## config.mk

```make
export PLATFORM = sky130hd
export DESIGN_NAME = dcdds_phase
export DESIGN_NICKNAME = d
export VERILOG_FILES = /design/src/rtl/assert_macros.svh /design/src/rtl/dcdds_pkg.sv /design/src/rtl/dcdds_phase.sv
export SDC_FILE = /design/constraint.sdc
export NUM_CORES = 1
export LEC_CHECK = 0
export ABC_AREA = 1
export BUFFER_PORTS_ARGS = -buffer_cell sky130_fd_sc_hd__buf_2
export CAP_MARGIN = 20
export CELL_PAD_IN_SITES_DETAIL_PLACEMENT = 0
export CELL_PAD_IN_SITES_GLOBAL_PLACEMENT = 1
export CORE_MARGIN = 2
export CORE_UTILIZATION = 50
export CTS_CLUSTER_SIZE = 10
export DETAILED_ROUTE_END_ITERATION = 10
export PLACE_DENSITY = 0.84
export SLEW_MARGIN = 25
export SYNTH_ARGS = -nofsm -noshare
export SYNTH_HDL_FRONTEND = slang
export SYNTH_SLANG_ARGS = --single-unit
export TNS_END_PERCENT = 10
```

## constraint.sdc

```tcl
create_clock -name clk -period 10.55 [get_ports clk]
set_input_delay 2.11 -clock clk [delete_from_list [all_inputs] [get_ports clk]]
set_output_delay 2.11 -clock clk [all_outputs]
set_load 0.03 [all_outputs]
```

## src/rtl/assert_macros.svh

```systemverilog
// Assertion macros shared by the DDS table player RTL.
`ifndef ASSERT_MACROS_SVH
`define ASSERT_MACROS_SVH

`ifndef SYNTHESIS
`define DCDDS_ASSERT(lbl, clk, rst_n, prop, msg) \
	lbl: assert property (@(posedge clk) disable iff (!rst_n) prop) else $error(msg);
`define DCDDS_ASSERT_NEVER(lbl, clk, rst_n, expr, msg) \
	lbl: assert property (@(posedge clk) disable iff (!rst_n) !(expr)) else $error(msg);
`else
`define DCDDS_ASSERT(lbl, clk, rst_n, prop, msg)
`define DCDDS_ASSERT_NEVER(lbl, clk, rst_n, expr, msg)
`endif

`endif

```

## src/rtl/dcdds_pkg.sv

```systemverilog
// Shared constants and types for the dual channel DDS table player.
package dcdds_pkg;

	localparam int TABLE_DEPTH_DEF = 2048;
	localparam int INDEX_SHIFT_DEF = 20;

	localparam int ACC_W       = 32;
	localparam int WORD_W      = 16;
	localparam int ENTRY_IDX_W = 11;
	localparam int PERIOD_W    = 31;
	localparam int CMD_W       = 3;
	localparam int CFG_IDX_W   = 2;
	localparam int CFG_DATA_W  = 32;

	localparam logic [CMD_W-1:0] CMD_TICK    = 3'd0;
	localparam logic [CMD_W-1:0] CMD_WRITE_A = 3'd1;
	localparam logic [CMD_W-1:0] CMD_WRITE_B = 3'd2;
	localparam logic [CMD_W-1:0] CMD_START   = 3'd3;
	localparam logic [CMD_W-1:0] CMD_STOP    = 3'd4;

	localparam logic [CFG_IDX_W-1:0] REG_PHASE_STEP_A = 2'd0;
	localparam logic [CFG_IDX_W-1:0] REG_PHASE_STEP_B = 2'd1;
	localparam logic [CFG_IDX_W-1:0] REG_LIMIT_ENABLE = 2'd2;
	localparam logic [CFG_IDX_W-1:0] REG_PERIOD_COUNT = 2'd3;

	// Tick issued to the table read stage.
	typedef struct packed {
		logic fire;
		logic halted;
	} tick_t;

endpackage

```

## src/rtl/dcdds_phase.sv

```systemverilog
// Config registers, phase accumulators, period counter and run control.
module dcdds_phase #(
	parameter int TABLE_DEPTH = dcdds_pkg::TABLE_DEPTH_DEF,
	parameter int INDEX_SHIFT = dcdds_pkg::INDEX_SHIFT_DEF,
	parameter int AW          = $clog2(TABLE_DEPTH)
) (
	input  logic                              clk,
	input  logic                              arst_n,
	input  logic                              cfg_we,
	input  logic [dcdds_pkg::CFG_IDX_W-1:0]   cfg_index,
	input  logic [dcdds_pkg::CFG_DATA_W-1:0]  cfg_data,
	input  logic                              in_fire,
	input  logic [dcdds_pkg::CMD_W-1:0]       cmd,
	output logic [AW-1:0]                     addr_a,
	output logic [AW-1:0]                     addr_b,
	output dcdds_pkg::tick_t                  tick
);

	localparam logic [dcdds_pkg::ACC_W-1:0] DEPTH_V = dcdds_pkg::ACC_W'(TABLE_DEPTH);

	logic [dcdds_pkg::ACC_W-1:0]    step_a_q, step_b_q;
	logic                           limit_q;
	logic [dcdds_pkg::PERIOD_W-1:0] period_q;

	logic [dcdds_pkg::ACC_W-1:0] acc_a_q, acc_b_q, periods_q;
	logic                        running_q;

	logic [dcdds_pkg::ACC_W-1:0] sum_a, sum_b, idx_a, idx_b;
	logic [dcdds_pkg::ACC_W-1:0] acc_a_d, acc_b_d, periods_d;
	logic                        wrap_a, wrap_b, halt;

	always_comb begin
		sum_a     = acc_a_q + step_a_q;
		sum_b     = acc_b_q + step_b_q;
		idx_a     = sum_a >> INDEX_SHIFT;
		idx_b     = sum_b >> INDEX_SHIFT;
		wrap_a    = idx_a >= DEPTH_V;
		wrap_b    = idx_b >= DEPTH_V;
		acc_a_d   = wrap_a ? '0 : sum_a;
		acc_b_d   = wrap_b ? '0 : sum_b;
		addr_a    = wrap_a ? '0 : idx_a[AW-1:0];
		addr_b    = wrap_b ? '0 : idx_b[AW-1:0];
		// both channels may wrap on the same tick; counter wraps below zero
		periods_d = periods_q - {31'b0, wrap_a} - {31'b0, wrap_b};
		halt      = limit_q && (periods_d == '0);
	end

	assign tick.fire   = in_fire && (cmd == dcdds_pkg::CMD_TICK) && running_q;
	assign tick.halted = halt;

	always_ff @(posedge clk or negedge arst_n) begin
		if (!arst_n) begin
			step_a_q <= '0;
			step_b_q <= '0;
			limit_q  <= 1'b0;
			period_q <= '0;
		end else if (cfg_we) begin
			case (cfg_index)
				dcdds_pkg::REG_PHASE_STEP_A: step_a_q <= cfg_data;
				dcdds_pkg::REG_PHASE_STEP_B: step_b_q <= cfg_data;
				dcdds_pkg::REG_LIMIT_ENABLE: limit_q  <= cfg_data[0];
				dcdds_pkg::REG_PERIOD_COUNT: period_q <= cfg_data[dcdds_pkg::PERIOD_W-1:0];
				default: ;
			endcase
		end
	end

	always_ff @(posedge clk or negedge arst_n) begin
		if (!arst_n) begin
			acc_a_q   <= '0;
			acc_b_q   <= '0;
			periods_q <= '0;
			running_q <= 1'b0;
		end else if (in_fire) begin
			case (cmd)
				dcdds_pkg::CMD_TICK: begin
					if (running_q) begin
						acc_a_q   <= acc_a_d;
						acc_b_q   <= acc_b_d;
						periods_q <= periods_d;
						running_q <= !halt;
					end
				end
				dcdds_pkg::CMD_START: begin
					running_q <= 1'b1;
					periods_q <= {period_q, 1'b0};
				end
				dcdds_pkg::CMD_STOP: begin
					running_q <= 1'b0;
				end
				default: ;
			endcase
		end
	end

endmodule

```

Word level (Yosys, flattened, before mapping)
Index checks and enable logic that the tools add are counted.
- bits in registers: 193
- bits in latches: 0
- memory bits (writable): 0
- memory bits (read-only): 0
- input bits: 41
- memories: 0
- add/sub/neg operators: 4
- $mul: 0
- divide/modulo/power cells: 0
- magnitude comparators: 2
- equal/unequal tests: 6
- shift-type cells: 0
- muxes and demuxes: 8
- bitwise gates (word level): 0
- reduce and logical (&&, ||, !) cells: 16
- operators with widths (operator ; number):
    $mux 32 ; 3
    $add 32x32->32 ; 2
    $pmux 32 s2 ; 1
    $sub 32x1->32 ; 2
    $logic_not 32->1 ; 1
    $ge 12x12->1 const B ; 2
    $mux 11 ; 2
    $reduce_and 2->1 ; 5
    $reduce_and 3->1 ; 2
    $eq 2x2->1 const B ; 2
    $eq 3x2->1 const B ; 1
    $eq 3x3->1 const B ; 1
    $logic_and 1x1->1 ; 3
    $logic_not 3->1 ; 1
    $pmux 1 s3 ; 1
    $reduce_bool 3->1 ; 1
    $eq 2x1->1 const B ; 1
    $logic_not 2->1 ; 1
    $ne 2x2->1 const B ; 1
    $reduce_bool 2->1 ; 1
    $logic_not 1->1 ; 1
    $mux 1 ; 1

Depth between registers and ports, before layout
Gate-level depths: netlist of run 1.
- depth after elaboration: 9
- depth in mapped cells: 37
- depth with buffers taken out: 37

Worst setup path before layout of run 1
No wires, ideal clock.
- path type: register to output
- start: register step_b_q[5] (netlist bit)
- end: output port tick[0] (netlist bit)
- data arrival time: 3648 ps
- data required time: 8440 ps
- slack: 4792 ps
- cell stages (with the launch flop): 32
- buffers on the path: 1
- cells stage by stage: dfrtp_1 > ha_1 > nand2_1 > inv_2 > a21oi_2 > nand2_2 > nand2_1 > nand2_2 > nand2_2 > nand2_1 > nand2_2 > nand2_4 > inv_2 > nand2_1 > nand2_1 > inv_1 > ha_1 > a21oi_1 > ha_1 > nand2_1 > nor2_2 > inv_2 > nor2_2 > nand2_1 > xor2_1 > inv_1 > nor4_1 > nand3_1 > nor3_1 > nand3_1 > nor2_1 > buf_4
- cells in the longest elaborated chain, start to end: 5
- RTL lines (item ; RTL line ; source):
    from (decl) ; dcdds_phase.sv:21 ; logic [dcdds_pkg::ACC_W-1:0] step_a_q, step_b_q;
    from (signal assigned) ; dcdds_phase.sv:60 ; dcdds_pkg::REG_PHASE_STEP_B: step_b_q <= cfg_data;
    $add 32x32->32 ; dcdds_phase.sv:34 ; sum_b = acc_b_q + step_b_q;
    $ge 12x12->1 ; dcdds_phase.sv:38 ; wrap_b = idx_b >= DEPTH_V;
    $sub 32x1->32 ; dcdds_phase.sv:44 ; periods_d = periods_q - {31'b0, wrap_a} - {31'b0, wrap_b};
    $logic_not 32->1 ; dcdds_phase.sv:45 ; halt = limit_q && (periods_d == '0);
    $logic_and 1x1->1 ; dcdds_phase.sv:45 ;
    to (decl) ; dcdds_phase.sv:16 ; output dcdds_pkg::tick_t tick
No other way between the ends.

==> results list, run 1 <==
- Result of the run: finished, final reports clean
- Tightest Pin Transition: 0.8410 ns
* Sequential share of the synthesized area: 40.59%
* Highest attainable clock frequency: 139.3 MHz
* Port Buffers: 64
- Routability-driven placement finished with a final weighted congestion of approximately 0.9.
* 1st-iter DRT viols: about 630
* Total inserted antenna cells: 0
- Synthesis inferred between 150 and 200 register bits.
- For this design, the sink count on the clock tree is approximately 190.
- Clock-pin slew was measured on the worst setup and hold paths at 0.08 ns.
* Final #Nets: 1710
- For this run, the leading register cell type out of synthesis is dfrtp_1.
* Met3 capacity usage during global routing: under 10%
* CTS hold repair buffers: 0
* Area of the mapped netlist: 11900 um2
- The number of antenna violations at the first check in global routing came to 0.
- GR peak layer: met2
- Number of global-route vias before repair: 9708
- Setup repair after global routing missed its margin: no
* Total iterations of the first detailed-routing run: 4
- Num rows: 56
* Cell type of the slowest stage on the worst timing path: dfrtp_1
* Library cell occupying the most area in the post-synthesis netlist: dfrtp_1
- Data arrives at the worst endpoint at just over 5 ns.
- Hold path startpoint: period_q[8]
- The final count of hold timing violations came to 0.
* Fraction of layout cells with a size suffix above 1: 9.418%
* Number of vias per cell: 5.243
* Synth top cells by count: nand2_1 (409), o21ai_0 (196), dfrtp_1 (193)
* Growth of design area from synthesis to finish: 9.412%
* Critical Path Fanout Max: 13
* Number of max-slew violations in the final report: 0
* Net count after synthesis: 1688
* Num CTS Buffers: 17
* Async set-reset flop share out of synthesis: 100.0%
- Global routing used 41.24% of the available met2 tracks.
- Share of Yosys cell area claimed by the top area cell type: between 40% and 50%
- 65 I/O pins were placed.
- GRT met1 Usage: 36.35%
- Leftover overflow at the end of global routing: 0
- DR vias: 10.14k
* Part of the cycle the worst path needs: 68.03%
- Count of maximum capacitance violations: 0
- Maximum resistive drop on vdd: 0.1531 mV
* First-pass GRT wire length: 50200 um
- EDFF count, synth: 0
- From bottom edge to top edge, the die measures 158.3 um.
- Power density over cell area: ~280 nW/um2
- Classification of the worst-slack hold path: register to register
- The worst setup path is launched from a register.
* Worst r2r src: step_a_q[10]
- Maximum number of buffers from clock root to sink: 2
- Slew Limit Headroom: 43.93%
- Counting stages on the worst path, the most repeated cell is nand2_1.
- The die is 158.3 um wide.
* Syn Area/Cell: 7.535 um2
- Static Leak: between 0.006 and 0.007 uW
- The netlist uses 47 different library cells.
* Setup-violating endpoint count in the final report: 0
- The die covers 25040 um2.
- TritonCTS built the clock tree.
- Required time at the endpoint of the critical path: between 8 and 9 ns
- In this run the remaining antenna-violating nets after routing total 0.
- Later-pin clock latency in the skew report: 0.44 ns
- Total DRC errors in the routed layout: 0
- The worst path meets setup with 3.373 ns of slack.
* Library cell with the highest instance count after synthesis: nand2_1
- STA classifies the critical path endpoint as an output port.
- Worst slack after detailed placement: 3.881 ns
- Global routing usage summed across all routing layers: ~26%
* Startpoint of the worst setup timing path: step_a_q[10]
- Number of H-tree branching levels: 4
* Per-cell routed wire length: 15.77 um
* Warnings from Yosys: 0
* Initial cell density of the core: 50.84%
- Setup tns final: 0 ns
- Pin count of the biggest net entering global routing: 129
* Standard cell core area: 23400 um2
- For this block, the routed nets add up to 30480 um of wire.
* Detailed-placement wirelength estimate: 22550 um
* Biggest area contributors in the synthesized netlist: dfrtp_1 (41%), nand2_1 (13%), o21ai_0 (8.2%), ha_1 (6.9%), inv_1 (5.6%)
- In this run, post-CTS repair resized a total of 0 instances.
- Number of instances in the synthesized netlist: approximately 1.6k
- For this run, the slowest stage of the critical path takes roughly 0.4 ns.
* CTS root buf: clkbuf_16
- Counting I/O delays and the setup requirement, the final critical path takes 7.178 ns.
* Worst-case clock skew: ~0.016 ns
* Critical path class: register to output port
- Post-CTS Setup Repair Bufs: 0
## routing by layer
metal,wire [um],share of wire [%],vias up
li1,-,-,5161
met1,14740,48,4783
met2,14100,46,157
met3,956,3.1,34
met4,674,2.2,0
met5,0,0,-
## where the power goes
group / internal, uW / total (uW) / switching, uW
Sequential: 962 / 1120 / 160
Combinational: 628 / 1810 / 1180
Clock: 375 / 681 / 307
Total: 1960 / 3610 / 1650
## cell usage in the layout (no fill, tap or decap), types with 8 or more instances in the layout
cell type  instances
dfrtp_1          193
buf_2             63
xor2_1            37
ha_1              66
inv_1            176
xnor2_1           26
clkbuf_16         17
a31oi_1            8
nand2_1          409
nand2_2           10
o21ai_0          196
nand3_1           47
nor3_1            12
a21oi_1           67
inv_2             11
nor2_1           131
o211ai_1           9
nand4_1            9
o22ai_1           22
o21ai_1           13
## metrics by stage
stage          hold WS, ns  area, um2  utilization (%)  std cells  total power (uW)
2_1_floorplan       0.4479      11900                -       1579              2572
3_3_place_gp        0.4602      12350            52.79       1900              2916
3_5_place_dp        0.4676      12370            52.85       1900              2929
4_1_cts             0.4867      12980            55.47       1932              3622
5_1_grt             0.5043      13020            55.62       1933              3929
6_report            0.4811      13020            55.62       1933              3611
## final cells by class
class,count,area (um2)
clock buffer,20,466.7
clock inverter,12,146.4
fill,2312,10390
inverter,188,705.7
multi-input combinational,1131,6075
sequential,193,4830
tap,319,399.1
timing repair buffer,70,395.4
## state kept, by name, summed over array words and instances (netlist names)
register	cells
running_q	1
acc_b_q	32
limit_q	1
step_b_q	32
acc_a_q	32
step_a_q	32
period_q	31
periods_q	32
## worst paths after layout
kind	to	slack (ns)	cells past startpoint
setup reg to reg	running_q	5.59	29
setup / recovery	tick[0]	3.37	29
max in group asynchronous	step_a_q[21]	7.36	3
min in group asynchronous	periods_q[5]	1.55	1
hold reg to reg	period_q[8]	0.48	2
hold / removal	period_q[8]	0.48	2
## critical path, delay by kind of cell, from the launching register on
| family | cells | cell delay, ns |
|---|---|---|
| buffers and inverters | 5 | 0.59 |
| adder cells (fa/ha/maj) | 3 | 0.78 |
| AND/OR/NAND/NOR | 17 | 2.18 |
| AO/OA/AOI/OAI | 3 | 0.54 |
| flip-flops | 1 | 0.40 |
| XOR/XNOR | 1 | 0.15 |
## cell families after synthesis
group                      count (synthesis)  synth area share, %
adders and majority gates                 68                7.277
and+or+nand+nor                          649                22.49
xor gates and xnor gates                  63                4.638
AOI/OAI and AO/OA                        351                16.23
DFF                                      193                40.59
buffers and inverters                    255                8.771
(Power assumes the default switching activity.)
==> inputs of run 2 (changes only) <==
--- a/config.mk
+++ b/config.mk
@@ -11,10 +11,10 @@
 export CELL_PAD_IN_SITES_DETAIL_PLACEMENT = 0
 export CELL_PAD_IN_SITES_GLOBAL_PLACEMENT = 1
 export CORE_MARGIN = 2
-export CORE_UTILIZATION = 50
+export CORE_UTILIZATION = 46
 export CTS_CLUSTER_SIZE = 10
 export DETAILED_ROUTE_END_ITERATION = 10
-export PLACE_DENSITY = 0.84
+export PLACE_DENSITY = 0.78
 export SLEW_MARGIN = 25
 export SYNTH_ARGS = -nofsm -noshare
 export SYNTH_HDL_FRONTEND = slang
==> constraint.sdc (replaced) <==
create_clock -name clk -period 7.5 [get_ports clk]
set_input_delay 1.5 -clock clk [delete_from_list [all_inputs] [get_ports clk]]
set_output_delay 1.5 -clock clk [all_outputs]
set_load 0.03 [all_outputs]
==> results list, run 2 (synthesis results as in run 1) <==
- Most frequent standard cell in the layout excluding fill and tap cells: nand2_1 (unchanged)
- Total inserted antenna cells: 0 (unchanged)
* Later-pin clock latency in the skew report: 0.45 ns (was 0.44 ns)
* Num CTS Buffers: 17 (unchanged)
- The number of max-capacitance violations reported came to 0 (unchanged).
* Cell type of the slowest stage on the worst timing path: dfrtp_1 (unchanged)
* IO Count: 65 (unchanged)
* Setup-violating endpoint count in the final report: 0 (unchanged)
- Most used cells in the layout excluding fill and tap cells: nand2_1 (409), o21ai_0 (196), dfrtp_1 (193), inv_1 (176), nor2_1 (131) (unchanged)
- Num rows: 58 (was 56)
- Area of the multi-input gates: 6060 um2 (was 6075 um2)
* Startpoint of the worst setup timing path: step_a_q[4] (was step_a_q[10])
* Setup tns final: 0 ns (unchanged)
* Switching share of power: 46.18% (was 45.59%)
- Pin count of the biggest net entering global routing: 121 (was 129)
- Maximum number of buffers from clock root to sink: 2 (unchanged)
* CTS root buf: clkbuf_16 (unchanged)
* Number of max-slew violations in the final report: 0 (unchanged)
- Number of hold-slack violations in the final timing report: 0 (unchanged)
- The fraction of the core area covered by cells at the end of the flow came to 51.53% (was 55.62%).
- Tightest Pin Transition: 0.8845 ns (was 0.8410 ns)
- After layout, the worst path uses a little under 90% of the clock period.
- Clock tree from TritonCTS: done (unchanged)
- Combinational Power Share: 50.3% (was 50.1%)
* Slowest cell delay on critical path: 0.39 ns (was 0.40 ns)
- The hold-critical path depth is 2 (unchanged).
- Fraction of layout cells with a size suffix above 1: 9.474% (was 9.418%)
- The layer with the highest usage after global routing is met2 (unchanged).
* Critical path class: register to output port (unchanged)
- The met2 layer usage reported by global route came to 40.81% (was 41.24%).
- Minimum clock period after layout: 6.566 ns
- Global routing usage summed across all routing layers: 24.61% (was 25.79%)
* Static Leak: 0.006668 uW (was 0.006669 uW)
- The relative slew slack was 40.67% (was 43.93%).
- The clock power share is 18.7% (was 18.9%).
- The most frequent cell on the critical path was nand2_1 (unchanged).
- The number of remaining DRC errors is 0 (unchanged).
- The fraction of power consumed by sequential logic was 31.0% (was 31.1%).
* 1st-iter DRT viols: 573 (was 633)
* Number of nets with antenna violations after detailed routing: 0 (unchanged)
* Standard cell core area: 25250 um2 (was 23400 um2)
* Total iterations of the first detailed-routing run: 5 (was 4)
* Clock Sinks: 193 (unchanged)
- Number of vias per cell: 5.249 (was 5.243)
* Worst hold slack: 0.4807 ns (was 0.4811 ns)
- Per-cell routed wire length: 16.31 um (was 15.77 um)
- Growth of design area from synthesis to finish: 9.370% (was 9.412%)
* Worst reg2reg setup slack: 2.60 ns (was 5.59 ns)
- The area of the die is 27170 um2 (was 25040 um2).
- The clock slew at the register clock pins of the worst setup and hold paths was 0.08 ns (about the same).
- Setup repair after global routing missed its margin: no (unchanged).
- The die boundary height is 164.8 um (was 158.3 um).
- Critical Path Fanout Max: 13 (unchanged)
- The effective utilization at floorplan is 47.11% (was 50.84%).
- Met3 capacity usage during global routing: 3.767% (was 3.919%)
* Classification of the worst-slack hold path: register to register (unchanged)
* Fill cell total of the finished layout: 2527 (was 2312)
* First-pass GRT wire length: 52150 um (was 50200 um)
* Number of global-route vias before repair: 10.12k (was 9708)
- The total global routing overflow is 0 (unchanged).
- Kind of capture point of the worst setup path: output port (unchanged)
* Gates resized, CTS repair: 0 (unchanged)
- The power density of the placed cells is 392.0 nW/um2 (was 277.4 nW/um2).
- The kind of start point of the critical path is a register (unchanged).
- The internal power came to 2745 uW (was 1965 uW).
- The switching power was 2355 uW (was 1646 uW).
- The detailed-placement wirelength estimate is 23560 um (was 22550 um).
* Maximum resistive drop on vdd: 0.1613 mV (was 0.1531 mV)
- The worst flop-to-flop path startpoint is step_a_q[4] (was step_a_q[10]).
- The number of hold-repair buffers added at the cts stage was 0 (unchanged).
- End of the worst register-to-register path: running_q (unchanged)
- The area used by sequential logic in the layout was 4830 um2 (unchanged).
- Highest attainable clock frequency: 152.3 MHz
- Post-CTS Setup Repair Bufs: 0 (unchanged)
* Final weighted congestion in routability-driven placement: 0.8726 (was 0.9146)
- Die Span X: 164.8 um (was 158.3 um)
* Initial antenna violation count: 0 (unchanged)
- The post-layout net count came to 1712 (was 1710).
- The number of H-tree branching levels came to 4 (unchanged).
- The data required time at the worst endpoint is 6.00 ns (was 8.44 ns).
* DR vias: 10.21k (was 10.14k)
* Post-detailed-routing wire length: 31720 um (was 30480 um)
- The number of buffer cells added on primary ports was 64 (unchanged).
- The number of cell instances on the worst register-to-register path is 32 (was 29).
- Arrival time at the worst endpoint: 5.07 ns (about the same)
* Worst-case clock skew: 0.02214 ns (was 0.01593 ns)
- Result of the run: finished, final reports clean (unchanged).
* GRT met1 Usage: 34.22% (was 36.35%)
- Worst setup endpoint: tick[0] (unchanged)
-- run 2: per-layer routing --
layer	share of wire, %	wire length (um)
met4	1.4	448
met3	3.2	1030
met1	48	15220
met5	0	0
met2	47	15010
-- run 2: critical path, delay by kind of cell (launching register included) --
family / cells / cell delay (ns)
AO/OA/AOI/OAI: 2 / 0.30
flip-flops: 1 / 0.39
XOR/XNOR: 1 / 0.15
AND/OR/NAND/NOR: 20 / 2.41
adder cells (fa/ha/maj): 3 / 0.76
buffers and inverters: 5 / 0.59
-- run 2: cell type report --
| cell class | instances | area share [%] |
|---|---|---|
| well taps | 330 | 3.173 |
| inverters | 188 | 5.423 |
| multi-input cells | 1131 | 46.57 |
| clock inverters | 13 | 1.163 |
| flip-flops and latches | 193 | 37.12 |
| repair buffers | 72 | 3.183 |
| clock buffers | 18 | 3.375 |
-- run 2: power groups by stage --
stage                     registers [uW]  clock network (uW)  logic (uW)
after detailed placement            1590                   0        2560
final                               1580                 956        2570
after floorplan                     1520                   0        2100
after global placement              1580                   0        2550
after CTS                           1580                 972        2580
after global routing                1620                1010        2920
-- run 2: stage by stage --
step,power [uW],cell area [um2],setup WS (ns),instances
final,5101,13010,0.9344,1945
after global routing,5544,13010,0.5070,1945
after CTS,5123,12970,0.9201,1944
after detailed placement,4151,12380,1.369,1913
after global placement,4132,12380,1.469,1913
after floorplan,3618,11900,2.352,1579
-- run 2: how the worst min path moves through the flow --
stage	end	slack (ns)	startpoint
2_1_floorplan	period_q[10]	0.45	period_q[10]
6_report	period_q[21]	0.48	period_q[21]
5_1_grt	period_q[10]	0.51	period_q[10]
3_3_place_gp	period_q[10]	0.46	period_q[10]
4_1_cts	period_q[8]	0.49	period_q[8]
3_5_place_dp	period_q[8]	0.47	period_q[8]
==> inputs of run 3 (changes only) <==
--- a/config.mk
+++ b/config.mk
@@ -5,16 +5,15 @@
 export SDC_FILE = /design/constraint.sdc
 export NUM_CORES = 1
 export LEC_CHECK = 0
-export ABC_AREA = 1
 export BUFFER_PORTS_ARGS = -buffer_cell sky130_fd_sc_hd__buf_2
 export CAP_MARGIN = 20
 export CELL_PAD_IN_SITES_DETAIL_PLACEMENT = 0
 export CELL_PAD_IN_SITES_GLOBAL_PLACEMENT = 1
 export CORE_MARGIN = 2
-export CORE_UTILIZATION = 46
+export CORE_UTILIZATION = 49
 export CTS_CLUSTER_SIZE = 10
 export DETAILED_ROUTE_END_ITERATION = 10
-export PLACE_DENSITY = 0.78
+export PLACE_DENSITY = 0.84
 export SLEW_MARGIN = 25
 export SYNTH_ARGS = -nofsm -noshare
 export SYNTH_HDL_FRONTEND = slang
==> results list, run 3 <==
- #FFs+latches synth: 193 (unchanged)
- The critical path class was register to output port (unchanged).
* Most frequent standard cell in the layout excluding fill and tap cells: dfrtp_1 (was nand2_1)
- Area of the mapped netlist: 11610 um2 (was 11900 um2)
* Leftover overflow at the end of global routing: 0 (unchanged)
- Share of Yosys cell area claimed by the top area cell type: 41.60% (was 40.59%)
- Warnings from Yosys: 0 (unchanged)
* Later-pin clock latency in the skew report: 0.43 ns (was 0.45 ns)
- The number of H-tree branching levels was 4 (unchanged).
* Biggest area contributors in the synthesized netlist: dfrtp_1 (42%), mux2_2 (9.8%), ha_1 (7.1%), nand2_1 (4.3%), a21oi_1 (3.9%) (was dfrtp_1 (41%), nand2_1 (13%), o21ai_0 (8.2%), ha_1 (6.9%), inv_1 (5.6%))
- Total DRC errors in the routed layout: 0 (unchanged)
* Slew Limit Headroom: 35.57% (was 40.67%)
* IO Count: 65 (unchanged)
- Growth of design area from synthesis to finish: 10.31% (was 9.370%)
- The post-layout net count was 1332 (was 1712).
* Part of the cycle the worst path needs: 95.74% (was 87.54%)
- Clock tree from TritonCTS: done (unchanged)
- Maximum number of buffers from clock root to sink: 2 (unchanged)
* Library cell with the highest instance count after synthesis: dfrtp_1 (was nand2_1)
- Total inserted antenna cells: 0 (unchanged)
- The die span in x came to 157.9 um (was 164.8 um).
- The global-route wire length before repair came to 47310 um (was 52150 um).
- Final weighted congestion in routability-driven placement: 0.9013 (was 0.8726)
* Total iterations of the first detailed-routing run: 5 (unchanged)
- Critical Path Fanout Max: 5 (was 13)
- Setup crit start kind: register (unchanged)
* Maximum resistive drop on vdd: 0.2759 mV (was 0.1613 mV)
- Clock slew seen by the registers of the worst setup and hold paths: 0.07 ns (was 0.08 ns)
- The gate count of the mapped netlist is 1193 (was 1579).
* Fill cell total of the finished layout: 2139 (was 2527)
- Result of the run: finished, final reports clean (unchanged).
* Most used cells in the layout excluding fill and tap cells: dfrtp_1 (193), nand2_1 (132), mux2_2 (101), a21oi_1 (87), o21ai_0 (75) (was nand2_1 (409), o21ai_0 (196), dfrtp_1 (193), inv_1 (176), nor2_1 (131))
- The final period demand of the worst path was 7.180 ns (was 6.566 ns).
* Port Buffers: 64 (unchanged)
- Library cell occupying the most area in the post-synthesis netlist: dfrtp_1 (unchanged)
- Initial cell density of the core: 49.76% (was 47.11%)
- Power density over cell area: 384.8 nW/um2 (was 392.0 nW/um2)
* Synth top cells by count: dfrtp_1 (193), nand2_1 (132), mux2_2 (101) (was nand2_1 (409), o21ai_0 (196), dfrtp_1 (193))
* Sequential share of the synthesized area: 41.60% (was 40.59%)
- The synthesized area per cell came to 9.732 um2 (was 7.535 um2).
* Num rows: 56 (was 58)
* Tightest Pin Transition: 0.9665 ns (was 0.8845 ns)
* Die area: 24940 um2 (was 27170 um2)
* EDFF count, synth: 0 (unchanged)
- The via count of the first global-routing pass came to 8989 (was 10.12k).
* Count of maximum capacitance violations: 0 (unchanged)
- Setup-violating endpoint count in the final report: 0 (unchanged)
- Standard cell core area: 23330 um2 (was 25250 um2)
* Fraction of layout cells with a size suffix above 1: 19.51% (was 9.474%)
- Initial antenna violation count: 0 (unchanged)
- The detailed-placement wirelength estimate is 20310 um (was 23560 um).
- Required time at the endpoint of the critical path: 6.00 ns (about the same)
* Count of distinct cell types in the synthesized netlist: 77 (was 47)
- The number of cells in the finished layout apart from fillers came to 1554 (was 1945).
- The setup slack after placement is 0.5699 ns (was 1.369 ns).
- The DRC marker count from the first detailed-route iteration was 658 (was 573).
* Kind of capture point of the worst setup path: output port (unchanged)
* Num CTS Buffers: 17 (unchanged)
- The final count of hold timing violations came to 0 (unchanged).
* Pin count of the biggest net entering global routing: 123 (was 121)
* Number of vias per cell: 5.887 (was 5.249)
- The clock root buffer is clkbuf_16 (unchanged).
* Highest attainable clock frequency: 139.3 MHz (was 152.3 MHz)
* Global routing usage summed across all routing layers: 24.35% (was 24.61%)
- Net count after synthesis: 1302 (was 1688)
- Number of cells in the design after placement: 1517 (was 1913)
* Number of nets with antenna violations after detailed routing: 0 (unchanged)
- Arrival time at the worst endpoint: 5.68 ns (was 5.07 ns)
* Async set-reset flop share out of synthesis: 100.0% (unchanged)
* Static Leak: 0.005705 uW (was 0.006668 uW)
- Worst-case clock skew: 0.01223 ns (was 0.02214 ns)
- The number of cell instances on the worst register-to-register path came to 22 (was 32).
- The prevailing post-synth register cell is dfrtp_1 (unchanged).
- PnR worst setup slack: 0.3197 ns (was 0.9344 ns)
- Post-detailed-routing wire length: 28910 um (was 31720 um)
- The total power came to 4928 uW (was 5101 uW).
- CTS hold repair buffers: 0 (unchanged)
* DR vias: 9148 (was 10.21k)
* Classification of the worst-slack hold path: register to register (unchanged)
- Per-cell routed wire length: 18.60 um (was 16.31 um)
* Clock Sinks: 193 (unchanged)
- The final number of max-transition violations was 0 (unchanged).
- The hold-critical path depth came to 2 (unchanged).
- The die boundary height came to 157.9 um (was 164.8 um).
==> run 3: where the power goes <==
group          switching, uW  internal [uW]  total (uW)
clock                    404            533         937
sequential               228           1340        1560
combinational           1450            978        2430
==> run 3: cell families (layout without fill, tap and decap cells) <==
group           Yosys count  in the layout  synth area share, %
compound gates          336            336                18.74
xor+xnor                 54             54                4.074
fa+ha+maj                68             68                7.458
buf+inv                  98            140                3.934
flops                   193            193                41.60
mux                     102            102                9.990
simple gates            342            342                14.20
==> run 3: worst max-delay path: stages, from the launching register on <==
cell     delay, ns
dfrtp_1       0.39
ha_1          0.35
a21oi_1       0.17
o21ai_1       0.13
a32oi_1       0.37
a21oi_2       0.12
a211o_4       0.37
mux2i_4       0.21
or2_1         0.26
xnor2_1       0.14
ha_1          0.20
nor2_1        0.11
ha_2          0.21
nor2b_4       0.18
nand3_1       0.14
or2_4         0.29
or3_1         0.43
xnor2_1       0.18
nor4_1        0.28
nand3_1       0.15
nor4_4        0.37
buf_6         0.18
==> run 3: area by class of cell <==
cell class	instances	area [um2]	share of cell area, %
clock buffers	22	454.2	3.546
clock inverters	9	130.1	1.016
inverters	25	93.84	0.7327
multi-input cells	902	6394	49.92
flip-flops and latches	193	4830	37.71
well taps	319	399.1	3.116
repair buffers	84	506.7	3.957
==> run 3: final timing paths <==
kind	startpoint	to	slack, ns
worst min register to register	acc_b_q[7]	acc_b_q[7]	0.48
worst max-delay path	acc_a_q[10]	tick[0]	0.32
worst max register to register	acc_a_q[10]	running_q	2.10
worst min-delay path	acc_b_q[7]	acc_b_q[7]	0.48
max in group asynchronous	arst_n	acc_a_q[5]	5.39
min in group asynchronous	arst_n	acc_b_q[8]	0.90
==> run 3: metal layers <==
metal / part of all wire, % / wire [um] / global-route usage, % / vias to the layer above
met5: 0 / 0 / 0 / -
met4: 2.3 / 656 / 7.316 / 0
met1: 47 / 13460 / 33.96 / 4459
met2: 46 / 13380 / 38.99 / 244
li1: - / - / - / 4415
met3: 4.9 / 1418 / 4.079 / 30
==> run 3: what timing repair did <==
item / CTS / global route
buffers inserted: 0 / 5
resized for setup: 0 / 13
setup endpoints to repair: 0 / 1
==> run 3: stage by stage <==
stage	util (%)	hold WS [ns]	TNS [ns]	cell area (um2)
after floorplan	-	0.4473	0	11610
after global routing	54.89	0.5106	-0.03883	12810
after global placement	51.84	0.4617	0	12100
after detailed placement	51.84	0.4698	0	12100
final	54.89	0.4841	0	12810
after CTS	54.34	0.4867	0	12680
